File: src/hw/rtl/pidta_pkg.sv
package pidta_pkg;

    localparam int SAMPLE_BITS    = 16;
    localparam int COEF_FRAC_BITS = 24;

    localparam int ACC_BITS   = 48;
    localparam int LIMB_BITS  = ACC_BITS / 2;
    localparam int ERR_BITS   = SAMPLE_BITS + 1;
    localparam int DE_BITS    = SAMPLE_BITS + 2;
    localparam int COEF_BITS  = 32;
    localparam int UCOEF_BITS = 25;

    localparam int MUL_A_BITS = (LIMB_BITS + 1 > DE_BITS) ? LIMB_BITS + 1 : DE_BITS;
    localparam int MUL_B_BITS = COEF_BITS + 1;
    localparam int PROD_BITS  = MUL_A_BITS + MUL_B_BITS;
    localparam int MQ_BITS    = PROD_BITS + LIMB_BITS;
    localparam int SUM_BITS   = PROD_BITS + 2;

    localparam int IN_DATA_BITS  = ((3 * SAMPLE_BITS + 7) / 8) * 8;
    localparam int OUT_DATA_BITS = ((SAMPLE_BITS + 7) / 8) * 8;

    localparam int CFG_ADDR_BITS = 3;
    localparam int CFG_DATA_BITS = COEF_BITS;

    localparam logic [SAMPLE_BITS-1:0] SAMPLE_MAX = {1'b0, {(SAMPLE_BITS-1){1'b1}}};
    localparam logic [SAMPLE_BITS-1:0] SAMPLE_MIN = {1'b1, {(SAMPLE_BITS-1){1'b0}}};

    // Register indexes.
    localparam logic [CFG_ADDR_BITS-1:0] REG_GAIN_K            = 3'd0;
    localparam logic [CFG_ADDR_BITS-1:0] REG_SETPOINT_WEIGHT   = 3'd1;
    localparam logic [CFG_ADDR_BITS-1:0] REG_DERIV_POLE        = 3'd2;
    localparam logic [CFG_ADDR_BITS-1:0] REG_DERIV_GAIN        = 3'd3;
    localparam logic [CFG_ADDR_BITS-1:0] REG_INTEGRAL_GAIN     = 3'd4;
    localparam logic [CFG_ADDR_BITS-1:0] REG_TRACKING_GAIN     = 3'd5;
    localparam logic [CFG_ADDR_BITS-1:0] REG_INTEGRATOR_ENABLE = 3'd6;

    // Register reset values.
    localparam logic signed [COEF_BITS-1:0] RST_GAIN_K            = -32'sd2013266;
    localparam logic signed [COEF_BITS-1:0] RST_SETPOINT_WEIGHT   = 32'sd16777216;
    localparam logic [UCOEF_BITS-1:0]       RST_DERIV_POLE        = 25'd12117434;
    localparam logic signed [COEF_BITS-1:0] RST_DERIV_GAIN        = -32'sd14540254;
    localparam logic signed [COEF_BITS-1:0] RST_INTEGRAL_GAIN     = -32'sd3300;
    localparam logic [UCOEF_BITS-1:0]       RST_TRACKING_GAIN     = 25'd167772;
    localparam logic                        RST_INTEGRATOR_ENABLE = 1'b0;

    // Multiplier operand selection.
    localparam int MUL_SEL_BITS = 4;
    localparam logic [MUL_SEL_BITS-1:0] MUL_NONE   = 4'd0;
    localparam logic [MUL_SEL_BITS-1:0] MUL_TRK_LO = 4'd1;
    localparam logic [MUL_SEL_BITS-1:0] MUL_TRK_HI = 4'd2;
    localparam logic [MUL_SEL_BITS-1:0] MUL_KI     = 4'd3;
    localparam logic [MUL_SEL_BITS-1:0] MUL_AD_LO  = 4'd4;
    localparam logic [MUL_SEL_BITS-1:0] MUL_AD_HI  = 4'd5;
    localparam logic [MUL_SEL_BITS-1:0] MUL_BD     = 4'd6;
    localparam logic [MUL_SEL_BITS-1:0] MUL_BETA   = 4'd7;
    localparam logic [MUL_SEL_BITS-1:0] MUL_K_LO   = 4'd8;
    localparam logic [MUL_SEL_BITS-1:0] MUL_K_HI   = 4'd9;

    // Product accumulator operations.
    localparam logic [1:0] ACC_HOLD    = 2'd0;
    localparam logic [1:0] ACC_LOAD_LO = 2'd1;
    localparam logic [1:0] ACC_ADD_HI  = 2'd2;

    typedef struct packed {
        logic signed [COEF_BITS-1:0] gain_k;
        logic signed [COEF_BITS-1:0] setpoint_weight;
        logic [UCOEF_BITS-1:0]       deriv_pole;
        logic signed [COEF_BITS-1:0] deriv_gain;
        logic signed [COEF_BITS-1:0] integral_gain;
        logic [UCOEF_BITS-1:0]       tracking_gain;
        logic                        integrator_enable;
    } t_cfg;

    typedef struct packed {
        logic                    load_in;
        logic [MUL_SEL_BITS-1:0] mul_sel;
        logic [1:0]              acc_op;
        logic                    ld_diff;
        logic                    sum_ki;
        logic                    mq_ld;
        logic                    upd_integ;
        logic                    sum_bd;
        logic                    upd_deriv;
        logic                    sum_id;
        logic                    upd_last;
        logic                    ld_out;
    } t_cmd;

endpackage

File: src/hw/rtl/pid_controller_tracking_antiwindup.sv
// PID controller with set-point weighting, filtered derivative and tracking
// anti-windup in Q8.24 fixed point. Under a step sequencer, nine partial
// products go one per cycle through a single shared 25 by 33 bit
// multiplier, followed by the rounding and saturating adds. A new sample
// is accepted as soon as the previous one has moved into the output
// register, so no new sample is taken while one is in flight.
// Coefficients are to be written through the configuration port only while
// no sample is in flight; the block itself does not enforce this. A write
// to an index beyond the last register is ignored.
module pid_controller_tracking_antiwindup (
    input  logic                                  i_clk,
    input  logic                                  i_rst_n,
    input  logic                                  s_axis_tvalid,
    output logic                                  s_axis_tready,
    // Fields from bit 0: measured, reference, applied_drive.
    input  logic [pidta_pkg::IN_DATA_BITS-1:0]    s_axis_tdata,
    // Fields from bit 0: clear_integral.
    input  logic [0:0]                            s_axis_tuser,
    output logic                                  m_axis_tvalid,
    input  logic                                  m_axis_tready,
    // Fields from bit 0: control_out, then zero padding.
    output logic [pidta_pkg::OUT_DATA_BITS-1:0]   m_axis_tdata,
    // Fields from bit 0: out_saturated.
    output logic [0:0]                            m_axis_tuser,
    input  logic                                  i_cfg_we,
    input  logic [pidta_pkg::CFG_ADDR_BITS-1:0]   i_cfg_addr,
    input  logic [pidta_pkg::CFG_DATA_BITS-1:0]   i_cfg_data
);
    import pidta_pkg::*;

    t_cfg                          cfg;
    t_cmd                          cmd;
    logic signed [SAMPLE_BITS-1:0] control_out;
    logic                          out_saturated;

    pidta_cfg u_cfg (
        .i_clk      (i_clk),
        .i_rst_n    (i_rst_n),
        .i_cfg_we   (i_cfg_we),
        .i_cfg_addr (i_cfg_addr),
        .i_cfg_data (i_cfg_data),
        .o_cfg      (cfg)
    );

    pidta_ctrl u_ctrl (
        .i_clk       (i_clk),
        .i_rst_n     (i_rst_n),
        .i_in_valid  (s_axis_tvalid),
        .o_in_ready  (s_axis_tready),
        .o_out_valid (m_axis_tvalid),
        .i_out_ready (m_axis_tready),
        .o_cmd       (cmd)
    );

    pidta_dp u_dp (
        .i_clk            (i_clk),
        .i_rst_n          (i_rst_n),
        .i_cmd            (cmd),
        .i_cfg            (cfg),
        .i_measured       ($signed(s_axis_tdata[SAMPLE_BITS-1:0])),
        .i_reference      ($signed(s_axis_tdata[2*SAMPLE_BITS-1:SAMPLE_BITS])),
        .i_applied_drive  ($signed(s_axis_tdata[3*SAMPLE_BITS-1:2*SAMPLE_BITS])),
        .i_clear_integral (s_axis_tuser[0]),
        .o_control_out    (control_out),
        .o_out_saturated  (out_saturated)
    );

    assign m_axis_tdata    = OUT_DATA_BITS'(unsigned'(control_out));
    assign m_axis_tuser[0] = out_saturated;

endmodule

File: src/hw/rtl/pidta_cfg.sv
module pidta_cfg (
    input  logic                                i_clk,
    input  logic                                i_rst_n,
    input  logic                                i_cfg_we,
    input  logic [pidta_pkg::CFG_ADDR_BITS-1:0] i_cfg_addr,
    input  logic [pidta_pkg::CFG_DATA_BITS-1:0] i_cfg_data,
    output pidta_pkg::t_cfg                     o_cfg
);
    import pidta_pkg::*;

    t_cfg r_cfg;
    t_cfg n_cfg;

    always_comb begin
        n_cfg = r_cfg;
        if (i_cfg_we) begin
            unique case (i_cfg_addr)
                REG_GAIN_K:            n_cfg.gain_k = $signed(i_cfg_data[COEF_BITS-1:0]);
                REG_SETPOINT_WEIGHT:
                    n_cfg.setpoint_weight = $signed(i_cfg_data[COEF_BITS-1:0]);
                REG_DERIV_POLE:        n_cfg.deriv_pole = i_cfg_data[UCOEF_BITS-1:0];
                REG_DERIV_GAIN:        n_cfg.deriv_gain = $signed(i_cfg_data[COEF_BITS-1:0]);
                REG_INTEGRAL_GAIN:
                    n_cfg.integral_gain = $signed(i_cfg_data[COEF_BITS-1:0]);
                REG_TRACKING_GAIN:     n_cfg.tracking_gain = i_cfg_data[UCOEF_BITS-1:0];
                REG_INTEGRATOR_ENABLE: n_cfg.integrator_enable = i_cfg_data[0];
                default: n_cfg = r_cfg;
            endcase
        end
    end

    always_ff @(posedge i_clk) begin
        if (!i_rst_n) begin
            r_cfg.gain_k            <= RST_GAIN_K;
            r_cfg.setpoint_weight   <= RST_SETPOINT_WEIGHT;
            r_cfg.deriv_pole        <= RST_DERIV_POLE;
            r_cfg.deriv_gain        <= RST_DERIV_GAIN;
            r_cfg.integral_gain     <= RST_INTEGRAL_GAIN;
            r_cfg.tracking_gain     <= RST_TRACKING_GAIN;
            r_cfg.integrator_enable <= RST_INTEGRATOR_ENABLE;
        end else begin
            r_cfg <= n_cfg;
        end
    end

    assign o_cfg = r_cfg;

endmodule

File: src/hw/rtl/pidta_ctrl.sv
module pidta_ctrl (
    input  logic            i_clk,
    input  logic            i_rst_n,
    input  logic            i_in_valid,
    output logic            o_in_ready,
    output logic            o_out_valid,
    input  logic            i_out_ready,
    output pidta_pkg::t_cmd o_cmd
);
    import pidta_pkg::*;

    localparam logic ST_IDLE = 1'b0;
    localparam logic ST_RUN  = 1'b1;

    localparam logic [3:0] STEP_DIFF   = 4'd0;
    localparam logic [3:0] STEP_TRK_LO = 4'd1;
    localparam logic [3:0] STEP_TRK_HI = 4'd2;
    localparam logic [3:0] STEP_KI     = 4'd3;
    localparam logic [3:0] STEP_AD_LO  = 4'd4;
    localparam logic [3:0] STEP_AD_HI  = 4'd5;
    localparam logic [3:0] STEP_BD     = 4'd6;
    localparam logic [3:0] STEP_BETA   = 4'd7;
    localparam logic [3:0] STEP_DERIV  = 4'd8;
    localparam logic [3:0] STEP_K_LO   = 4'd9;
    localparam logic [3:0] STEP_K_HI   = 4'd10;
    localparam logic [3:0] STEP_K_ADD  = 4'd11;
    localparam logic [3:0] STEP_SUM    = 4'd12;
    localparam logic [3:0] STEP_LAST   = 4'd13;
    localparam logic [3:0] STEP_OUT    = 4'd14;

    logic       r_state;
    logic       n_state;
    logic [3:0] r_step;
    logic [3:0] n_step;
    logic       r_out_valid;
    logic       n_out_valid;
    logic       in_ready;
    t_cmd       cmd;

    assign in_ready = (r_state == ST_IDLE) && i_rst_n;

    always_comb begin
        cmd         = '0;
        n_state     = r_state;
        n_step      = r_step;
        n_out_valid = r_out_valid && !i_out_ready;
        unique case (r_state)
            ST_IDLE: begin
                if (i_in_valid && in_ready) begin
                    cmd.load_in = 1'b1;
                    n_state     = ST_RUN;
                    n_step      = STEP_DIFF;
                end
            end
            ST_RUN: begin
                n_step = r_step + 4'd1;
                unique case (r_step)
                    STEP_DIFF:   cmd.ld_diff = 1'b1;
                    STEP_TRK_LO: cmd.mul_sel = MUL_TRK_LO;
                    STEP_TRK_HI: begin
                        cmd.mul_sel = MUL_TRK_HI;
                        cmd.acc_op  = ACC_LOAD_LO;
                    end
                    STEP_KI: begin
                        cmd.mul_sel = MUL_KI;
                        cmd.acc_op  = ACC_ADD_HI;
                    end
                    STEP_AD_LO: begin
                        cmd.mul_sel = MUL_AD_LO;
                        cmd.sum_ki  = 1'b1;
                        cmd.mq_ld   = 1'b1;
                    end
                    STEP_AD_HI: begin
                        cmd.mul_sel   = MUL_AD_HI;
                        cmd.acc_op    = ACC_LOAD_LO;
                        cmd.upd_integ = 1'b1;
                    end
                    STEP_BD: begin
                        cmd.mul_sel = MUL_BD;
                        cmd.acc_op  = ACC_ADD_HI;
                    end
                    STEP_BETA: begin
                        cmd.mul_sel = MUL_BETA;
                        cmd.sum_bd  = 1'b1;
                        cmd.mq_ld   = 1'b1;
                    end
                    STEP_DERIV: cmd.upd_deriv = 1'b1;
                    STEP_K_LO:  cmd.mul_sel = MUL_K_LO;
                    STEP_K_HI: begin
                        cmd.mul_sel = MUL_K_HI;
                        cmd.acc_op  = ACC_LOAD_LO;
                    end
                    STEP_K_ADD: cmd.acc_op = ACC_ADD_HI;
                    STEP_SUM: begin
                        cmd.sum_id = 1'b1;
                        cmd.mq_ld  = 1'b1;
                    end
                    STEP_LAST: cmd.upd_last = 1'b1;
                    STEP_OUT: begin
                        if (!r_out_valid || i_out_ready) begin
                            cmd.ld_out  = 1'b1;
                            n_out_valid = 1'b1;
                            n_state     = ST_IDLE;
                        end else begin
                            n_step = r_step;
                        end
                    end
                    default: n_state = ST_IDLE;
                endcase
            end
        endcase
    end

    always_ff @(posedge i_clk) begin
        if (!i_rst_n) begin
            r_state     <= ST_IDLE;
            r_step      <= STEP_DIFF;
            r_out_valid <= 1'b0;
        end else begin
            r_state     <= n_state;
            r_step      <= n_step;
            r_out_valid <= n_out_valid;
        end
    end

    assign o_in_ready  = in_ready;
    assign o_out_valid = r_out_valid;
    assign o_cmd       = cmd;

endmodule

File: src/hw/rtl/pidta_dp.sv
module pidta_dp (
    input  logic                                     i_clk,
    input  logic                                     i_rst_n,
    input  pidta_pkg::t_cmd                          i_cmd,
    input  pidta_pkg::t_cfg                          i_cfg,
    input  logic signed [pidta_pkg::SAMPLE_BITS-1:0] i_measured,
    input  logic signed [pidta_pkg::SAMPLE_BITS-1:0] i_reference,
    input  logic signed [pidta_pkg::SAMPLE_BITS-1:0] i_applied_drive,
    input  logic                                     i_clear_integral,
    output logic signed [pidta_pkg::SAMPLE_BITS-1:0] o_control_out,
    output logic                                     o_out_saturated
);
    import pidta_pkg::*;

    localparam int OUT_HI_BITS = SUM_BITS - COEF_FRAC_BITS - SAMPLE_BITS + 1;
    localparam int MQ_HI_BITS  = MQ_BITS - COEF_FRAC_BITS - ACC_BITS + 1;
    localparam logic signed [MQ_BITS-1:0]  MQ_HALF  =
        {{(MQ_BITS-1){1'b0}}, 1'b1} << (COEF_FRAC_BITS - 1);
    localparam logic signed [SUM_BITS-1:0] OUT_HALF =
        {{(SUM_BITS-1){1'b0}}, 1'b1} << (COEF_FRAC_BITS - 1);

    function automatic logic signed [ACC_BITS-1:0] sat_acc(
        input logic signed [SUM_BITS-1:0] x
    );
        logic [SUM_BITS-ACC_BITS:0] hi_bits;
        hi_bits = x[SUM_BITS-1:ACC_BITS-1];
        if (hi_bits == '0 || hi_bits == '1) begin
            return x[ACC_BITS-1:0];
        end else if (x[SUM_BITS-1]) begin
            return {1'b1, {(ACC_BITS-1){1'b0}}};
        end else begin
            return {1'b0, {(ACC_BITS-1){1'b1}}};
        end
    endfunction

    // Rounds half up at the coefficient point and saturates to the state width.
    function automatic logic signed [ACC_BITS-1:0] rnd_sat(
        input logic signed [MQ_BITS-1:0] a
    );
        logic signed [MQ_BITS-1:0] x;
        logic [MQ_HI_BITS-1:0]     hi_bits;
        x       = a + MQ_HALF;
        hi_bits = x[MQ_BITS-1:COEF_FRAC_BITS+ACC_BITS-1];
        if (hi_bits == '0 || hi_bits == '1) begin
            return x[COEF_FRAC_BITS+ACC_BITS-1:COEF_FRAC_BITS];
        end else if (x[MQ_BITS-1]) begin
            return {1'b1, {(ACC_BITS-1){1'b0}}};
        end else begin
            return {1'b0, {(ACC_BITS-1){1'b1}}};
        end
    endfunction

    logic signed [SAMPLE_BITS-1:0] r_meas;
    logic signed [SAMPLE_BITS-1:0] r_ref;
    logic signed [SAMPLE_BITS-1:0] r_drive;
    logic                          r_clear;
    logic signed [ACC_BITS-1:0]    r_integ;
    logic signed [ACC_BITS-1:0]    r_deriv;
    logic signed [ACC_BITS-1:0]    r_last;
    logic signed [ERR_BITS-1:0]    r_prev_err;
    logic signed [ACC_BITS-1:0]    r_tmp;
    logic signed [PROD_BITS-1:0]   r_prod;
    logic signed [MQ_BITS-1:0]     r_acc;
    logic signed [SUM_BITS-1:0]    r_sum;
    logic signed [ACC_BITS-1:0]    r_mq;
    logic signed [SAMPLE_BITS-1:0] r_out;
    logic                          r_sat;

    logic signed [ERR_BITS-1:0]    err;
    logic signed [DE_BITS-1:0]     derr;
    logic signed [MUL_A_BITS-1:0]  a_op;
    logic signed [MUL_B_BITS-1:0]  b_op;
    logic signed [MUL_A_BITS-1:0]  tmp_lo;
    logic signed [MUL_A_BITS-1:0]  tmp_hi;
    logic signed [MUL_A_BITS-1:0]  der_lo;
    logic signed [MUL_A_BITS-1:0]  der_hi;
    logic signed [ACC_BITS-1:0]    diff_val;
    logic signed [ACC_BITS-1:0]    w_val;
    logic signed [SUM_BITS-1:0]    out_x;
    logic [OUT_HI_BITS-1:0]        out_hi;
    logic signed [SAMPLE_BITS-1:0] out_val;
    logic                          out_sat;

    assign err  = ERR_BITS'(r_ref) - ERR_BITS'(r_meas);
    assign derr = DE_BITS'(err) - DE_BITS'(r_prev_err);

    assign tmp_lo = MUL_A_BITS'($signed({1'b0, r_tmp[LIMB_BITS-1:0]}));
    assign tmp_hi = MUL_A_BITS'($signed(r_tmp[ACC_BITS-1:LIMB_BITS]));
    assign der_lo = MUL_A_BITS'($signed({1'b0, r_deriv[LIMB_BITS-1:0]}));
    assign der_hi = MUL_A_BITS'($signed(r_deriv[ACC_BITS-1:LIMB_BITS]));

    always_comb begin
        a_op = '0;
        b_op = '0;
        unique case (i_cmd.mul_sel)
            MUL_TRK_LO: begin
                a_op = tmp_lo;
                b_op = MUL_B_BITS'($signed({1'b0, i_cfg.tracking_gain}));
            end
            MUL_TRK_HI: begin
                a_op = tmp_hi;
                b_op = MUL_B_BITS'($signed({1'b0, i_cfg.tracking_gain}));
            end
            MUL_KI: begin
                a_op = MUL_A_BITS'(r_prev_err);
                b_op = MUL_B_BITS'($signed(i_cfg.integral_gain));
            end
            MUL_AD_LO: begin
                a_op = der_lo;
                b_op = MUL_B_BITS'($signed({1'b0, i_cfg.deriv_pole}));
            end
            MUL_AD_HI: begin
                a_op = der_hi;
                b_op = MUL_B_BITS'($signed({1'b0, i_cfg.deriv_pole}));
            end
            MUL_BD: begin
                a_op = MUL_A_BITS'(derr);
                b_op = MUL_B_BITS'($signed(i_cfg.deriv_gain));
            end
            MUL_BETA: begin
                a_op = MUL_A_BITS'(r_ref);
                b_op = MUL_B_BITS'($signed(i_cfg.setpoint_weight));
            end
            MUL_K_LO: begin
                a_op = tmp_lo;
                b_op = MUL_B_BITS'($signed(i_cfg.gain_k));
            end
            MUL_K_HI: begin
                a_op = tmp_hi;
                b_op = MUL_B_BITS'($signed(i_cfg.gain_k));
            end
            default: begin
                a_op = '0;
                b_op = '0;
            end
        endcase
    end

    assign diff_val = sat_acc((SUM_BITS'(r_drive) <<< COEF_FRAC_BITS) - SUM_BITS'(r_last));
    assign w_val    = sat_acc(SUM_BITS'(r_prod) - (SUM_BITS'(r_meas) <<< COEF_FRAC_BITS));

    assign out_x  = SUM_BITS'(r_last) + OUT_HALF;
    assign out_hi = out_x[SUM_BITS-1:COEF_FRAC_BITS+SAMPLE_BITS-1];

    always_comb begin
        if (out_hi == '0 || out_hi == '1) begin
            out_val = out_x[COEF_FRAC_BITS+SAMPLE_BITS-1:COEF_FRAC_BITS];
            out_sat = 1'b0;
        end else begin
            out_val = out_x[SUM_BITS-1] ? $signed(SAMPLE_MIN) : $signed(SAMPLE_MAX);
            out_sat = 1'b1;
        end
    end

    always_ff @(posedge i_clk) begin
        r_prod <= a_op * b_op;
        if (i_cmd.load_in) begin
            r_meas  <= i_measured;
            r_ref   <= i_reference;
            r_drive <= i_applied_drive;
            r_clear <= i_clear_integral;
        end
        unique case (i_cmd.acc_op)
            ACC_LOAD_LO: r_acc <= MQ_BITS'(r_prod);
            ACC_ADD_HI:  r_acc <= r_acc + (MQ_BITS'(r_prod) <<< LIMB_BITS);
            default:     r_acc <= r_acc;
        endcase
        if (i_cmd.ld_diff) begin
            r_tmp <= diff_val;
        end else if (i_cmd.upd_deriv) begin
            r_tmp <= w_val;
        end
        if (i_cmd.mq_ld) begin
            r_mq <= rnd_sat(r_acc);
        end
        if (i_cmd.sum_ki) begin
            r_sum <= SUM_BITS'(r_integ) + SUM_BITS'(r_prod);
        end else if (i_cmd.sum_bd) begin
            r_sum <= SUM_BITS'(r_prod);
        end else if (i_cmd.sum_id) begin
            r_sum <= SUM_BITS'(r_integ) + SUM_BITS'(r_deriv);
        end
        if (i_cmd.ld_out) begin
            r_out <= out_val;
            r_sat <= out_sat;
        end
    end

    always_ff @(posedge i_clk) begin
        if (!i_rst_n) begin
            r_integ    <= '0;
            r_deriv    <= '0;
            r_last     <= '0;
            r_prev_err <= '0;
        end else begin
            if (i_cmd.upd_integ) begin
                if (i_cfg.integrator_enable && !r_clear) begin
                    r_integ <= sat_acc(r_sum + SUM_BITS'(r_mq));
                end else begin
                    r_integ <= '0;
                end
            end
            if (i_cmd.upd_deriv) begin
                r_deriv    <= sat_acc(r_sum + SUM_BITS'(r_mq));
                r_prev_err <= err;
            end
            if (i_cmd.upd_last) begin
                r_last <= sat_acc(r_sum + SUM_BITS'(r_mq));
            end
        end
    end

    assign o_control_out   = r_out;
    assign o_out_saturated = r_sat;

endmodule

File: config.mk
export PLATFORM = sky130hd
export DESIGN_NAME = pid_controller_tracking_antiwindup
export DESIGN_NICKNAME = d
export VERILOG_FILES = /design/src/hw/rtl/pidta_pkg.sv /design/src/hw/rtl/pid_controller_tracking_antiwindup.sv /design/src/hw/rtl/pidta_cfg.sv /design/src/hw/rtl/pidta_ctrl.sv /design/src/hw/rtl/pidta_dp.sv
export SDC_FILE = /design/constraint.sdc
export NUM_CORES = 2
export LEC_CHECK = 0
export ABC_AREA = 1
export ABC_CLOCK_PERIOD_IN_PS = 11350
export BUFFER_PORTS_ARGS = -buffer_cell sky130_fd_sc_hd__buf_2
export CAP_MARGIN = 20
export CELL_PAD_IN_SITES_DETAIL_PLACEMENT = 0
export CELL_PAD_IN_SITES_GLOBAL_PLACEMENT = 1
export CORE_MARGIN = 2
export CORE_UTILIZATION = 33
export DETAILED_ROUTE_END_ITERATION = 10
export GPL_TIMING_DRIVEN = 0
export PLACE_DENSITY_LB_ADDON = 0.08
export SLEW_MARGIN = 10
export SYNTH_ARGS = -nofsm -noshare
export SYNTH_HDL_FRONTEND = slang
export SYNTH_SLANG_ARGS = --single-unit
File: constraint.sdc
create_clock -name i_clk -period 11.35 [get_ports i_clk]
set_input_delay 2.8375 -clock i_clk [delete_from_list [all_inputs] [get_ports i_clk]]
set_output_delay 2.8375 -clock i_clk [all_outputs]
set_load 0.005 [all_outputs]
==> results.toml <==
[clock_tree]
cts_buffer_depth = 3
postCtsHoldBufs = 0
cts_root_buf = "clkbuf_16"
path_clk_slew_ns = 0.06
numCtsBuffers = 88
cts_max_level = 3
cts_sinks = 684
tritoncts = "yes"
clk-insertion-delay-late_ns = 0.79

[placement]
numPortBuffers = 106
placed_area_um2 = 84300
gp_congestion = 1.01
dp_hpwl_um = 346000

[worst_setup_path]
critical_path_arrival_ns = 11.44
critPathCaptureType = "flip-flop"
r2r_slack_ns = 0.47
slowest_stage = "fa_2"
critPathLaunch = "u_ctrl.r_step[0]$_SDFFE_PN0P_"
path_class = "reg2reg"
crit_path_start_kind = "flip-flop"
crit_top_cell = "inv_1"
reg2reg_to = "u_dp.r_prod[55]$_DFF_P_"
crit_required_ns = 11.91
r2r_cells = 36
cp-endpoint = "u_dp.r_prod[55]$_DFF_P_"
max_stage_delay_ns = 0.78
cp_max_fo = 10
r2r_start = "u_ctrl.r_step[0]$_SDFFE_PN0P_"

[yosys]
yosys_warnings = 0
yosysSeqAreaShare_pct = 20.8
syn_inst = 10972
synth_edf_count = 280
synth_fp_nets = 12372
synth_async_sr_flop_share_pct = 0
ys_ff_latch = 684
yosysUniqueCellTypes = 76
syn-cell-area_um2 = 79400
postSynthAreaPerCell_um2 = 7.23
synthFlopType = "dfxtp_1"

[route]
wl_per_cell_um = 28.0
routed-via-count = 74956
drt-initial-drc-count = 6430
ant_nets = 0
drt_wl_total_um = 405000
remaining_drc_errors = 0
first_pass_iters = 6
viasPerCell = 5.18

[cells_and_area]
final_cell_mix = "nand2_1, inv_1, nor2_1, fa_1, a21oi_1"
fin_area_um2 = 87800
drive_gt1_share_pct = 6.24
num-nets-final = 12596
final_common_cell = "nand2_1"
syn2layout_area_growth_pct = 10.6

[global_routing]
grt_start_max_net_pins = 44
overflow = 0
grt_pass1_vias = 75309
grt_first_pass_wirelength_um = 565000
track_usage_pct = 32.7
antenna_found_initial = 32

[timing]
clock.fmax_mhz = 91.9
timing.hold.ws_ns = 0.455
finalHoldViolations = 0
layout_min_cycle_time_ns = 10.88
max_slew.worst_pin.slew_ns = 1.26
fin_tns_setup_ns = 0
period_share_pct = 95.9
setup_viol = 0
relSlewSlack_pct = 16.1
finalClockSkew_ns = 0.0956
slew_violations = 0

[power_and_ir_drop]
ir_worst_vdd_v = 0.000120
p_sw_share_pct = 31.7
power_density_nw_per_um2 = 77.4
clkPwrFrac_pct = 44.5
seqPwrFrac_pct = 40.3
p_int_w = 0.00464
power_frac_comb_pct = 15.2
p_leak_nw = 43.3
power_w = 0.00679
p_sw_w = 0.00216

[die]
start_util_pct = 33.1
io_pins = 108
rows = 180
die-area_um2 = 244000
die_w_um = 494
die_h_um = 494
core-area_um2 = 240000

[run]
drv_cap = 0

[outcome]
status = "complete, no violations"

[worst_hold_path]
hold_class = "reg2reg"
[routing by layer]
| metal | up-vias | wire [um] | global-route usage [%] |
|---|---|---|---|
| met1 | 36913 | 167000 | 41.0 |
| li1 | 34878 | - | - |
| met5 | - | 27 | 0 |
| met3 | 608 | 21200 | 3.82 |
| met2 | 2553 | 189000 | 54.4 |
| met4 | 4 | 27300 | 18.5 |
[power groups by stage]
stage / clock network, W / logic [W] / registers, W
floorplan: 0 / 0.000592 / 0.00271
global placement: 0 / 0.000996 / 0.00279
detailed placement: 0 / 0.00100 / 0.00279
CTS: 0.00309 / 0.00101 / 0.00274
global route: 0.00317 / 0.00112 / 0.00274
finish: 0.00302 / 0.00103 / 0.00274
[repair_timing]
item | in CTS | in global routing
setup endpoints to repair | 27 | 27
pin swaps | 4 | 3
gates resized for setup | 40 | 47
setup buffers | 5 | 4
[worst min path at each step]
| stage | start | to | slack (ns) | cells past startpoint |
|---|---|---|---|---|
| detailed placement | u_cfg.o_cfg[100]$_SDFFE_PN1P_ | u_cfg.o_cfg[100]$_SDFFE_PN1P_ | 0.44 | 2 |
| floorplan | u_cfg.o_cfg[12]$_SDFFE_PN1P_ | u_cfg.o_cfg[12]$_SDFFE_PN1P_ | 0.43 | 2 |
| global route | u_cfg.o_cfg[43]$_SDFFE_PN1P_ | u_cfg.o_cfg[43]$_SDFFE_PN1P_ | 0.47 | 2 |
| CTS | u_cfg.o_cfg[44]$_SDFFE_PN1P_ | u_cfg.o_cfg[44]$_SDFFE_PN1P_ | 0.46 | 2 |
| finish | u_cfg.o_cfg[40]$_SDFFE_PN1P_ | u_cfg.o_cfg[40]$_SDFFE_PN1P_ | 0.46 | 2 |
| global placement | u_cfg.o_cfg[79]$_SDFFE_PN1P_ | u_cfg.o_cfg[79]$_SDFFE_PN1P_ | 0.44 | 2 |
[logic make-up after synthesis]
group	Yosys count	synth area share, %
adders and majority gates	1311	28.5
DFF	684	20.8
xor gates and xnor gates	363	4.03
and+or+nand+nor	4667	23.7
buffers and inverters	2275	11.3
AOI/OAI and AO/OA	1672	11.7
[sequential cells by signal, indices dropped and copies added (netlist names)]
name and count:
u_cfg.o_cfg 179, u_dp.r_acc 59, u_dp.r_sum 59, u_dp.r_prod 58, u_dp.r_deriv 48, u_dp.r_integ 48, u_dp.r_last 48, u_dp.r_mq 48
u_dp.r_tmp 48, u_dp.r_prev_err 17, u_dp.o_control_out 16, u_dp.r_drive 16, u_dp.r_meas 16, u_dp.r_ref 16, u_ctrl.r_step 4, u_ctrl.o_out_valid 1
u_ctrl.r_state 1, u_dp.o_out_saturated 1, u_dp.r_clear 1
[worst max-delay path, delay by kind of cell, from the launching register on]
family / cells / cell delay [ns]
and+or+nand+nor: 6 / 1.19
buffers and inverters: 14 / 2.61
AOI/OAI and AO/OA: 6 / 1.47
xor gates and xnor gates: 1 / 0.21
DFF: 1 / 0.33
adders and majority gates: 9 / 4.80
[area by class of cell]
class	count	area [um^2]
Fill cell	25914	152000
Multi-Input combinational cell	8013	54200
Sequential cell	684	16500
Inverter	1931	7270
Tap cell	3185	3990
Clock buffer	107	2330
Buffer	343	1750
Timing Repair Buffer	135	935
Clock inverter	55	747
Antenna cell	28	70.1
[through the flow]
step / std cells / utilization, % / setup slack (ns)
CTS: 14449 / 36.5 / 0.00189
finish: 14481 / 36.6 / 0.468
floorplan: 10972 / - / 2.12
detailed placement: 14282 / 35.1 / -1.09
global route: 14469 / 36.6 / -0.0191
global placement: 14263 / 35.0 / -1.27
[cells in the mapped netlist, types with 20 or more instances]
cell	count	share of area, %
nor2_2	21	0.17
xnor2_1	120	1.3
o21bai_1	44	0.42
inv_1	1871	8.8
nor3_1	90	0.57
nand2_1	2912	14
fa_1	833	21
nand2_2	38	0.30
o21ai_1	31	0.20
o21ai_0	588	3.7
a221oi_1	30	0.33
a21o_1	20	0.19
a21oi_1	700	4.4
clkbuf_1	151	0.71
dfxtp_1	404	10
buf_4	25	0.24
o22ai_1	28	0.22
nand3_1	321	2.0
nand4_1	72	0.57
a31oi_1	66	0.52
o211ai_1	34	0.32
ha_1	478	7.5
buf_2	150	0.95
edfxtp_1	280	11
xor2_1	241	2.7
o21a_1	31	0.29
or2_2	21	0.17
inv_2	58	0.27
nor2_1	1108	5.2
Power figures use the tool's default switching activity.
